File: src/hdl/tsb_pkg.sv
// shared types, codes and constants of the text screen buffer
package tsb_pkg;

    localparam int MAX_COLS_DEF = 128;
    localparam int MAX_ROWS_DEF = 32;

    localparam int OP_W       = 2;
    localparam int CHAR_W     = 8;
    localparam int COLIN_W    = 7;
    localparam int ROWIN_W    = 5;
    localparam int CFG_IDX_W  = 2;
    localparam int CFG_DATA_W = 8;
    localparam int COLS_REG_W = 8;
    localparam int ROWS_REG_W = 6;

    localparam logic [COLS_REG_W-1:0] COLS_RESET = 8'd80;
    localparam logic [ROWS_REG_W-1:0] ROWS_RESET = 6'd24;

    // operation codes
    localparam logic [OP_W-1:0] OP_WRITE = 2'd0;
    localparam logic [OP_W-1:0] OP_READ  = 2'd1;
    localparam logic [OP_W-1:0] OP_CLEAR = 2'd2;
    localparam logic [OP_W-1:0] OP_NOP   = 2'd3;

    // register indexes
    localparam logic [CFG_IDX_W-1:0] CFG_COLS = 2'd0;
    localparam logic [CFG_IDX_W-1:0] CFG_ROWS = 2'd1;

    // special bytes
    localparam logic [CHAR_W-1:0] CH_NUL   = 8'h00;
    localparam logic [CHAR_W-1:0] CH_EOT   = 8'h04;
    localparam logic [CHAR_W-1:0] CH_BS    = 8'h08;
    localparam logic [CHAR_W-1:0] CH_DEL   = 8'h7f;
    localparam logic [CHAR_W-1:0] CH_CR    = 8'h0d;
    localparam logic [CHAR_W-1:0] CH_LF    = 8'h0a;
    localparam logic [CHAR_W-1:0] CH_BLANK = 8'h20;

    typedef struct packed {
        logic load_in;
        logic exec;
        logic sweep;
        logic load_out;
    } t_cmd;

    typedef struct packed {
        logic [OP_W-1:0] op;
        logic            ex_scroll;
        logic            sw_row_last;
        logic            sw_all_last;
    } t_status;

endpackage

File: src/hdl/tsb_ctrl.sv
// controller: sequences reset fill, execution, blanking sweeps and result handoff
module tsb_ctrl (
    input  logic             i_clk,
    input  logic             i_rst_n,
    input  logic             i_in_valid,
    output logic             o_in_stall,
    output logic             o_out_valid,
    input  logic             i_out_stall,
    input  tsb_pkg::t_status i_status,
    output tsb_pkg::t_cmd    o_cmd
);

    localparam logic [2:0] S_INIT   = 3'd0;
    localparam logic [2:0] S_IDLE   = 3'd1;
    localparam logic [2:0] S_EXEC   = 3'd2;
    localparam logic [2:0] S_SCROLL = 3'd3;
    localparam logic [2:0] S_CLEAR  = 3'd4;
    localparam logic [2:0] S_DONE   = 3'd5;

    logic [2:0] r_state, n_state;
    logic       r_out_valid, n_out_valid;

    always_comb begin
        n_state = r_state;
        o_cmd   = '0;
        case (r_state)
            S_INIT: begin
                o_cmd.sweep = 1'b1;
                if (i_status.sw_all_last) begin
                    n_state = S_IDLE;
                end
            end
            S_IDLE: begin
                if (i_in_valid) begin
                    o_cmd.load_in = 1'b1;
                    n_state       = S_EXEC;
                end
            end
            S_EXEC: begin
                o_cmd.exec = 1'b1;
                if (i_status.op == tsb_pkg::OP_CLEAR) begin
                    n_state = S_CLEAR;
                end else if (i_status.ex_scroll) begin
                    n_state = S_SCROLL;
                end else begin
                    n_state = S_DONE;
                end
            end
            S_SCROLL: begin
                o_cmd.sweep = 1'b1;
                if (i_status.sw_row_last) begin
                    n_state = S_DONE;
                end
            end
            S_CLEAR: begin
                o_cmd.sweep = 1'b1;
                if (i_status.sw_all_last) begin
                    n_state = S_DONE;
                end
            end
            S_DONE: begin
                if (!r_out_valid || !i_out_stall) begin
                    o_cmd.load_out = 1'b1;
                    n_state        = S_IDLE;
                end
            end
            default: begin
                n_state = S_INIT;
            end
        endcase

        if (o_cmd.load_out) begin
            n_out_valid = 1'b1;
        end else if (r_out_valid && !i_out_stall) begin
            n_out_valid = 1'b0;
        end else begin
            n_out_valid = r_out_valid;
        end
    end

    always_ff @(posedge i_clk) begin
        if (!i_rst_n) begin
            r_state     <= S_INIT;
            r_out_valid <= 1'b0;
        end else begin
            r_state     <= n_state;
            r_out_valid <= n_out_valid;
        end
    end

    assign o_in_stall  = (r_state != S_IDLE);
    assign o_out_valid = r_out_valid;

endmodule

File: config.mk
export PLATFORM = sky130hd
export DESIGN_NAME = tsb_ctrl
export DESIGN_NICKNAME = d
export VERILOG_FILES = /design/src/hdl/tsb_pkg.sv /design/src/hdl/tsb_ctrl.sv
export SDC_FILE = /design/constraint.sdc
export NUM_CORES = 1
export LEC_CHECK = 0
export BUFFER_PORTS_ARGS = -buffer_cell sky130_fd_sc_hd__buf_2
export CAP_MARGIN = 10
export CELL_PAD_IN_SITES_DETAIL_PLACEMENT = 1
export CELL_PAD_IN_SITES_GLOBAL_PLACEMENT = 2
export CORE_MARGIN = 4
export CORE_UTILIZATION = 25
export CTS_CLUSTER_DIAMETER = 40
export DETAILED_ROUTE_END_ITERATION = 6
export PLACE_DENSITY_LB_ADDON = 0.1
export SLEW_MARGIN = 20
export SYNTH_ARGS = -nofsm -noshare
export SYNTH_HDL_FRONTEND = slang
export SYNTH_SLANG_ARGS = --single-unit
File: constraint.sdc
create_clock -name i_clk -period 2.15 [get_ports i_clk]
set_clock_uncertainty 0.1 [all_clocks]
set_input_delay 0.215 -clock i_clk [delete_from_list [all_inputs] [get_ports i_clk]]
set_output_delay 0.215 -clock i_clk [all_outputs]
set_load 0.05 [all_outputs]
== Word-level counts from Yosys, hierarchy flattened ==
Index checks and enable logic that the tools add are counted.

* Multiplexer cells: 16
* Equality and inequality tests: 12
* Reduce and logical (&&, ||, !) cells: 8

{| class="wikitable"
|+ Operator list
! operator !! number
|-
| two-way mux 3 bit || 7
|-
| case mux 3 bit (6 select lines) || 1
|-
| inequality test 2 bit (second input constant) || 5
|-
| two-way mux 1 bit || 8
|-
| == test 3 x 2 -> 1 bit (second input constant) || 2
|-
| == test 3 bit (second input constant) || 2
|-
| AND reduction 5 bit || 1
|-
| == test 3 x 1 -> 1 bit (second input constant) || 1
|-
| logical NOT 3 bit || 1
|-
| inequality test 3 x 1 -> 1 bit (second input constant) || 1
|-
| OR reduction 3 bit || 1
|-
| == test 2 bit (second input constant) || 1
|-
| logical NOT 1 bit || 2
|-
| nonzero test 2 bit || 1
|-
| logical AND 1 bit || 1
|-
| logical OR 1 bit || 1
|}

* Register bits: 4
* Output and inout port bits: 6
* Logic and storage cells: 38
* Input port bits: 9

== Depth between registers and ports, before layout ==
Gate-level depths: netlist of run 1.

* Depth after elaboration: 5
* Gate-level depth with buffers: 5
* Gate-level depth less buffers: 4

== Worst setup path before layout of run 1 ==
OpenSTA, ideal clock, no wires.

* Path type: register to output
* Start point: register r_state[1]
* End point: output o_cmd[3] (netlist bit)
* Required time: 1835 ps
* Path buffers: 1
* Stages on the path, launching flop included: 5
* Arrival time: 1703 ps
* Path slack: 132 ps
* Cells stage by stage: dfxtp_1 buf_4 nor2b_2 nand2b_1 nor2_1

{| class="wikitable"
|+ RTL lines
! element !! RTL line !! RTL
|-
| start, declared || tsb_ctrl.sv:20 || <nowiki>logic [2:0] r_state, n_state;</nowiki>
|-
| start signal, assigned || tsb_ctrl.sv:86 || <nowiki>r_state <= n_state;</nowiki>
|-
| end, declared || tsb_ctrl.sv:10 || <nowiki>output tsb_pkg::t_cmd o_cmd</nowiki>
|}

==> impl_metrics.toml, run 1 <==
[global_route]
grt_pass1_vias = 376
grt_max_degree = 12
grt_overflow = 0
grt_usage = 0.102
antenna_found_initial = 0
grt_use_met2 = 0.173
met1_usage = 0.146
use_met3 = 0.0119
busiest_layer = "met2"
grt_pass1_wl_um = 1620

[route]
viasPerCell = 4.74
vias = 332
drtPass1Iterations = 4
routed_wl_um = 918
drtIter0Drc = 6
ant_nets = 0
route.detailed.drc = 0
wire_per_inst_um = 13.1

[critical_path]
cpMaxStageDelayCell = "dfxtp_1"
crit_path_max_fanout = 11
cpPeakStageDelay_ns = 0.52
crit_arrival_ns = 1.54
cp-start-kind = "flop"
critPathCaptureType = "output port"
crit_chain = "nor2b_2 -> nand2_1 -> a21oi_1 -> buf_2"
critical_path_class = "reg -> out"
cp.required_ns = 1.84

[synthesis]
synthesis.area_sq_um = 354
yosysTopAreaCell = "dfxtp_1"
ys_top_cells_by_count = "4 x a21oi_1, 4 x dfxtp_1, 4 x nand2_1"
ys_types = 23
avgSynthCellArea_sq_um = 8.43
ys_top_cells_by_area = "dfxtp_1 23%, buf_4 6.4%, nor4_4 6.0%"
ys.flop_type = "dfxtp_1"
ys_ff_latch = 4
syn_inst = 42
yosys.area.top_type_share = 0.226
syn-num-nets = 51
synth_edf_count = 0
seq_area_frac_synth = 0.226
synth_warnings = 0
async_reset_ff_frac = 0

[cts]
cts_hold_buf = 0
ctsLongestPathBuffers = 2
cts.htree.levels = 1
clk_pin_slew_worst_paths_ns = 0.04
cts_setup_buffers = 0
clock-sinks = 4
cts_tree = "yes"
ctsResizeCount = 0
numCtsBuffers = 3
clock_latency_ns = 0.23
clock-root-buffer = "clkbuf_4"

[timing]
max_freq_mhz = 539
fin_crit_ns = 1.86
rsz0062_at_grt = "false"
max_slew.worst_pin.slew_ns = 0.400
setup_tns_ns = 0
setup_viol = 0
holdWs_ns = 0.169
timing.final.ws_setup_ns = 0.294
hold_viol = 0
relSlewSlack = 0.733
finalMaxSlewViolations = 0
min_period_over_period = 0.863

[floorplan]
core_sq_um = 1320
ioPinCount = 15
dieHeight_um = 45.6
dieArea_sq_um = 2080
start_util = 0.269
rows = 13
die_x_um = 45.6

[power]
power.density_nw_per_um2 = 764
clockPowerShare = 0.280
p_leak_nw = 0.186
swShare = 0.421
internal_power_mw = 0.191
seqPwrFrac = 0.324
ir_drop_mv = 0.221
combPwrFrac = 0.397
p_switching_mw = 0.139

[place]
numPlacedInstances = 67
portBuffers = 14
placed_area_sq_um = 409
hpwl_um = 779
gp_congestion = 0.835
place_ws_ns = 0.528

[layout]
drive_above_1_share = 0.473
fill_cells = 161
stdcell_area_sq_um = 432
antenna_cells = 0
instances_no_fill = 70
syn_to_final_growth_pct = 21.9
final_nets = 66

[job]
drv_cap = 0

[outcome]
status = "finished, final reports clean"

[worst_hold_path]
hold_class = "in -> reg"
## worst max-delay path: cells and delay by family, from the launching register on
| family | cells | cell delay [ns] |
|---|---|---|
| and+or+nand+nor | 2 | 0.36 |
| DFF | 1 | 0.52 |
| buffers and inverters | 1 | 0.28 |
| AOI/OAI and AO/OA | 1 | 0.14 |
## stage by stage
step                 util  total power [mW]
floorplan               -             0.218
global placement    0.311             0.238
detailed placement  0.311             0.241
CTS                 0.328             0.335
global route        0.328             0.355
finish              0.328             0.330
## cells by family after synthesis
group,Yosys count,synth area share
DFF,4,0.226
buffers and inverters,7,0.127
and+or+nand+nor,16,0.360
AOI/OAI and AO/OA,13,0.230
muxes,2,0.0565
## final timing paths
check         startpoint     endpoint  slack, ns  cells after the start
min              i_rst_n   r_state[2]       0.17                      3
max reg2reg   r_state[2]   r_state[0]       0.77                      3
max           r_state[0]     o_cmd[0]       0.29                      4
min reg2reg  o_out_valid  o_out_valid       0.42                      2
## power groups by stage
| stage | registers (mW) | logic [mW] | clock network (mW) |
|---|---|---|---|
| floorplan | 0.0905 | 0.127 | 0 |
| global placement | 0.107 | 0.131 | 0 |
| detailed placement | 0.108 | 0.132 | 0 |
| CTS | 0.107 | 0.133 | 0.0947 |
| global route | 0.111 | 0.143 | 0.101 |
| finish | 0.107 | 0.131 | 0.0922 |
## sequential cells by signal, indices dropped and copies added (netlist names)
name / flops
r_state: 3
o_out_valid: 1
## metal layers
layer / vias to the layer above / wire, um
li1: 170 / -
met1: 149 / 426
met2: 13 / 432
met3: 0 / 59
met4: 0 / 0
met5: - / 0
## cell type report
type                    count  area, sq um  share of cell area
well taps                  15         18.8              0.0435
clock buffers               3         22.5              0.0522
multi-input cells          31          229               0.530
repair buffers             14         70.1               0.162
flip-flops and latches      4         80.1               0.186
inverters                   3         11.3              0.0261
## cell usage in the layout (no fill, tap or decap), types with 2 or more instances in the layout
cell	instances
mux2i_1	2
o21ai_0	3
a21oi_1	4
o21ai_1	3
buf_2	14
clkbuf_4	3
nand2_1	4
dfxtp_1	4
inv_1	2
nor2b_2	2
nor2b_1	2
Note: power is estimated with default switching activity, not from simulation.
==> run 2, diff against run 1 <==
BUFFER_PORTS_ARGS = -buffer_cell sky130_fd_sc_hd__buf_4   (was -buffer_cell sky130_fd_sc_hd__buf_2)
CTS_BUF_LIST = sky130_fd_sc_hd__clkbuf_4 sky130_fd_sc_hd__clkbuf_8 sky130_fd_sc_hd__clkbuf_16   (was unset)
CTS_CLUSTER_DIAMETER = 200   (was 40)
==> impl_metrics.toml, run 2 (synthesis results as in run 1) <==
[cts]
ctsLongestPathBuffers = 2
cts_tree = "yes"
clock-sinks = 4
clock_latency_ns = 0.24
numCtsBuffers = 3
cts_hold_buf = 0
ctsResizeCount = 0
clk_pin_slew_worst_paths_ns = 0.04
cts.htree.levels = 1
clock-root-buffer = "clkbuf_4"
cts_setup_buffers = 0

[power]
internal_power_mw = 0.203
seqPwrFrac = 0.310
swShare = 0.416
p_leak_nw = 0.196
clockPowerShare = 0.275
p_switching_mw = 0.144
power.density_nw_per_um2 = 743
ir_drop_mv = 0.173
combPwrFrac = 0.415

[layout]
syn_to_final_growth_pct = 31.8
stdcell_area_sq_um = 467
final_cell_mix = "14 x buf_4, 4 x nand2_1, 4 x a21oi_1, 4 x dfxtp_1"
final_core_util = 0.354
largest_register_ffs = 3
final_nets = 66
antenna_cells = 0
largest-register = "r_state"
drive_above_1_share = 0.473
layout_commonest_cell = "buf_4"

[timing]
hold_viol = 0
setup_viol = 0
finalMaxSlewViolations = 0
setup_tns_ns = 0
max_slew.worst_pin.slew_ns = 0.404
min_period_over_period = 0.842
max_freq_mhz = 552
relSlewSlack = 0.730
fin_crit_ns = 1.81
rsz0062_at_grt = "false"

[route]
route.detailed.drc = 0
viasPerCell = 4.91
wire_per_inst_um = 13.9
ant_nets = 0
routed_wl_um = 971
drtPass1Iterations = 3
drtIter0Drc = 10
vias = 344

[critical_path]
cp-start-kind = "flop"
critPathCaptureType = "output port"
cp.required_ns = 1.84
crit_arrival_ns = 1.50
crit_path_max_fanout = 11
critical_path_class = "reg -> out"

[place]
hpwl_um = 800
gp_congestion = 0.836
placed_area_sq_um = 444
portBuffers = 14

[floorplan]
core_sq_um = 1320
dieArea_sq_um = 2080
start_util = 0.269
dieHeight_um = 45.6
die_x_um = 45.6
rows = 13
ioPinCount = 15

[job]
drv_cap = 0

[global_route]
grt_pass1_wl_um = 1640
grt_overflow = 0
grt_usage = 0.106
grt_pass1_vias = 365
antenna_found_initial = 0
grt_max_degree = 12

[outcome]
status = "finished, final reports clean"

[worst_hold_path]
hold_class = "in -> reg"
## run 2: cell types whose count changed in the layout (fill, tap and decap cells not counted)
cell,change
buf_4,+14
buf_2,-14
## run 2: worst paths after layout
kind	slack, ns	depth (start not counted)	endpoint	from
max	0.34	4	o_cmd[0]	r_state[0]
min	0.16	3	o_out_valid	i_out_stall
max reg2reg	0.78	3	r_state[0]	r_state[2]
min reg2reg	0.40	2	o_out_valid	o_out_valid
## run 2: final cells by class
type,count,area [sq um]
clock buffer,3,22.5
fill,163,851
inverter,3,11.3
sequential,4,80.1
tap,15,18.8
multi-input combinational,31,229
timing repair buffer,14,105
## run 2: stage by stage
stage	setup WS [ns]	power, mW	std cells	hold WS (ns)
finish	0.340	0.347	70	0.161
global route	0.210	0.375	70	0.163
detailed placement	0.601	0.254	67	0.400
floorplan	0.132	0.218	42	0.257
global placement	0.639	0.250	67	0.383
CTS	0.330	0.354	70	0.153
## run 2: power by group through the flow
| stage | Clock, mW | Combinational (mW) | Sequential, mW |
|---|---|---|---|
| final | 0.0955 | 0.144 | 0.108 |
| after global routing | 0.110 | 0.155 | 0.110 |
| after CTS | 0.101 | 0.146 | 0.107 |
| after detailed placement | 0 | 0.145 | 0.109 |
| after global placement | 0 | 0.143 | 0.107 |
| after floorplan | 0 | 0.127 | 0.0905 |
## run 2: critical path: stages (launching register included)
cell,delay [ns]
dfxtp_1,0.54
nor2b_2,0.27
nand2_1,0.09
a21oi_1,0.14
buf_4,0.22
## run 2: routing by layer
| layer | wire length [um] | vias up | track usage |
|---|---|---|---|
| li1 | - | 172 | - |
| met1 | 436 | 159 | 0.131 |
| met2 | 452 | 13 | 0.175 |
| met3 | 81 | 0 | 0.0395 |
| met4 | 0 | 0 | 0.0175 |
| met5 | 0 | - | 0 |
==> run 3, diff against run 2 <==
CORE_UTILIZATION = 23   (was 25)
clock period = 1.86 ns   (was 2.15 ns; I/O delays follow)
==> impl_metrics.toml, run 3 (synthesis results as in run 1) <==
[outcome]
status = "finished, final reports clean"

[timing]
max_freq_mhz = 572
setup_tns_ns = 0
rsz0062_at_grt = "false"
setup_viol = 0
finalMaxSlewViolations = 0
fin_crit_ns = 1.75
hold_viol = 0
max_slew.worst_pin.slew_ns = 0.413
min_period_over_period = 0.940
relSlewSlack = 0.724

[layout]
antenna_cells = 0
largest_register_ffs = 3
fill_cells = 174
layout_commonest_cell = "buf_4"
final_core_util = 0.344
drive_above_1_share = 0.509
syn_to_final_growth_pct = 32.9
final_cell_mix = "14 x buf_4, 4 x nand2_1, 4 x a21oi_1"
final_nets = 66
largest-register = "r_state"

[job]
drv_cap = 0

[global_route]
grt_usage = 0.102
grt_pass1_wl_um = 1550
grt_pass1_vias = 336
antenna_found_initial = 0
grt_max_degree = 12
grt_overflow = 0

[critical_path]
cpPeakStageDelay_ns = 0.55
critical_path_class = "reg -> out"
crit_arrival_ns = 1.46
crit_path_max_fanout = 9
cpMaxStageDelayCell = "dfxtp_1"
crit_chain = "nor2b_2 -> nand2_1 -> o21ai_0 -> buf_4"
cp.required_ns = 1.57
cp-start-kind = "flop"
r2r_setup_slack_ns = 0.47
worst-path-buf-inv = 1
cp_top_family = "flip-flops"
critPathCaptureType = "output port"

[cts]
cts.htree.levels = 1
cts_hold_buf = 0
numCtsBuffers = 3
clock-sinks = 4
cts_setup_buffers = 0
ctsLongestPathBuffers = 2
clock_latency_ns = 0.24
clock-root-buffer = "clkbuf_4"
clk_pin_slew_worst_paths_ns = 0.04
cts_tree = "yes"

[floorplan]
rows = 13
start_util = 0.259
dieArea_sq_um = 2230
dieHeight_um = 47.2
die_x_um = 47.2
ioPinCount = 15
core_sq_um = 1370

[power]
power_mw = 0.405
ir_drop_mv = 0.299
power.density_nw_per_um2 = 861
p_leak_nw = 0.196

[route]
drtPass1Iterations = 2
wire_per_inst_um = 14.4
vias = 338
routed_wl_um = 1010
route.detailed.drc = 0
ant_nets = 0
viasPerCell = 4.83
drtIter0Drc = 3

[place]
portBuffers = 14
hpwl_um = 788
gp_congestion = 0.830

[worst_hold_path]
hold_class = "in -> reg"
run 3: cell counts in the layout (fill, tap and decap cells not counted):
Identical to the previous run, type by type.
run 3: through the flow:
step	worst slack [ns]	instances	hold slack (ns)	cell area (sq um)
2_1_floorplan	0.0365	42	0.228	357
3_3_place_gp	0.380	67	0.367	447
3_5_place_dp	0.324	67	0.378	447
4_1_cts	0.0551	70	0.121	469
5_1_grt	0.0501	70	0.132	470
6_report	0.113	70	0.131	470
run 3: what timing repair did:
item	CTS	global route
resized for setup	0	1
hold endpoints to repair	0	0
setup endpoints to repair	0	2
run 3: cell type report:
cell class              count  area, sq um  area share
inverters                   3         11.3      0.0239
flip-flops and latches      4         81.3       0.173
multi-input cells          31          231       0.492
clock buffers               3         22.5      0.0479
repair buffers             14          105       0.223
well taps                  15         18.8      0.0399
run 3: power by group:
part           internal [mW]  switching, mW
combinational         0.0659         0.0993
clock                 0.0726         0.0413
sequential            0.0969         0.0291
run 3: path summary, 6_finish.rpt:
path	startpoint	endpoint	cells after the start
setup / recovery	r_state[1]	o_cmd[1]	4
hold / removal	i_out_stall	o_out_valid	3
setup reg to reg	r_state[2]	r_state[0]	3
hold reg to reg	o_out_valid	o_out_valid	2
run 3: worst register-to-register path, cell delays in order, from the launching register on:
cell	delay [ns]
dfxtp_1	0.56
o21ai_1	0.15
a221oi_2	0.33
a211oi_1	0.11
run 3: metal layers:
| metal | track usage | vias to the layer above | wire, um |
|---|---|---|---|
| met5 | 0 | - | 0 |
| li1 | - | 172 | - |
| met2 | 0.152 | 12 | 460 |
| met1 | 0.130 | 154 | 477 |
| met4 | 0.0331 | 0 | 0 |
| met3 | 0.0460 | 0 | 68 |
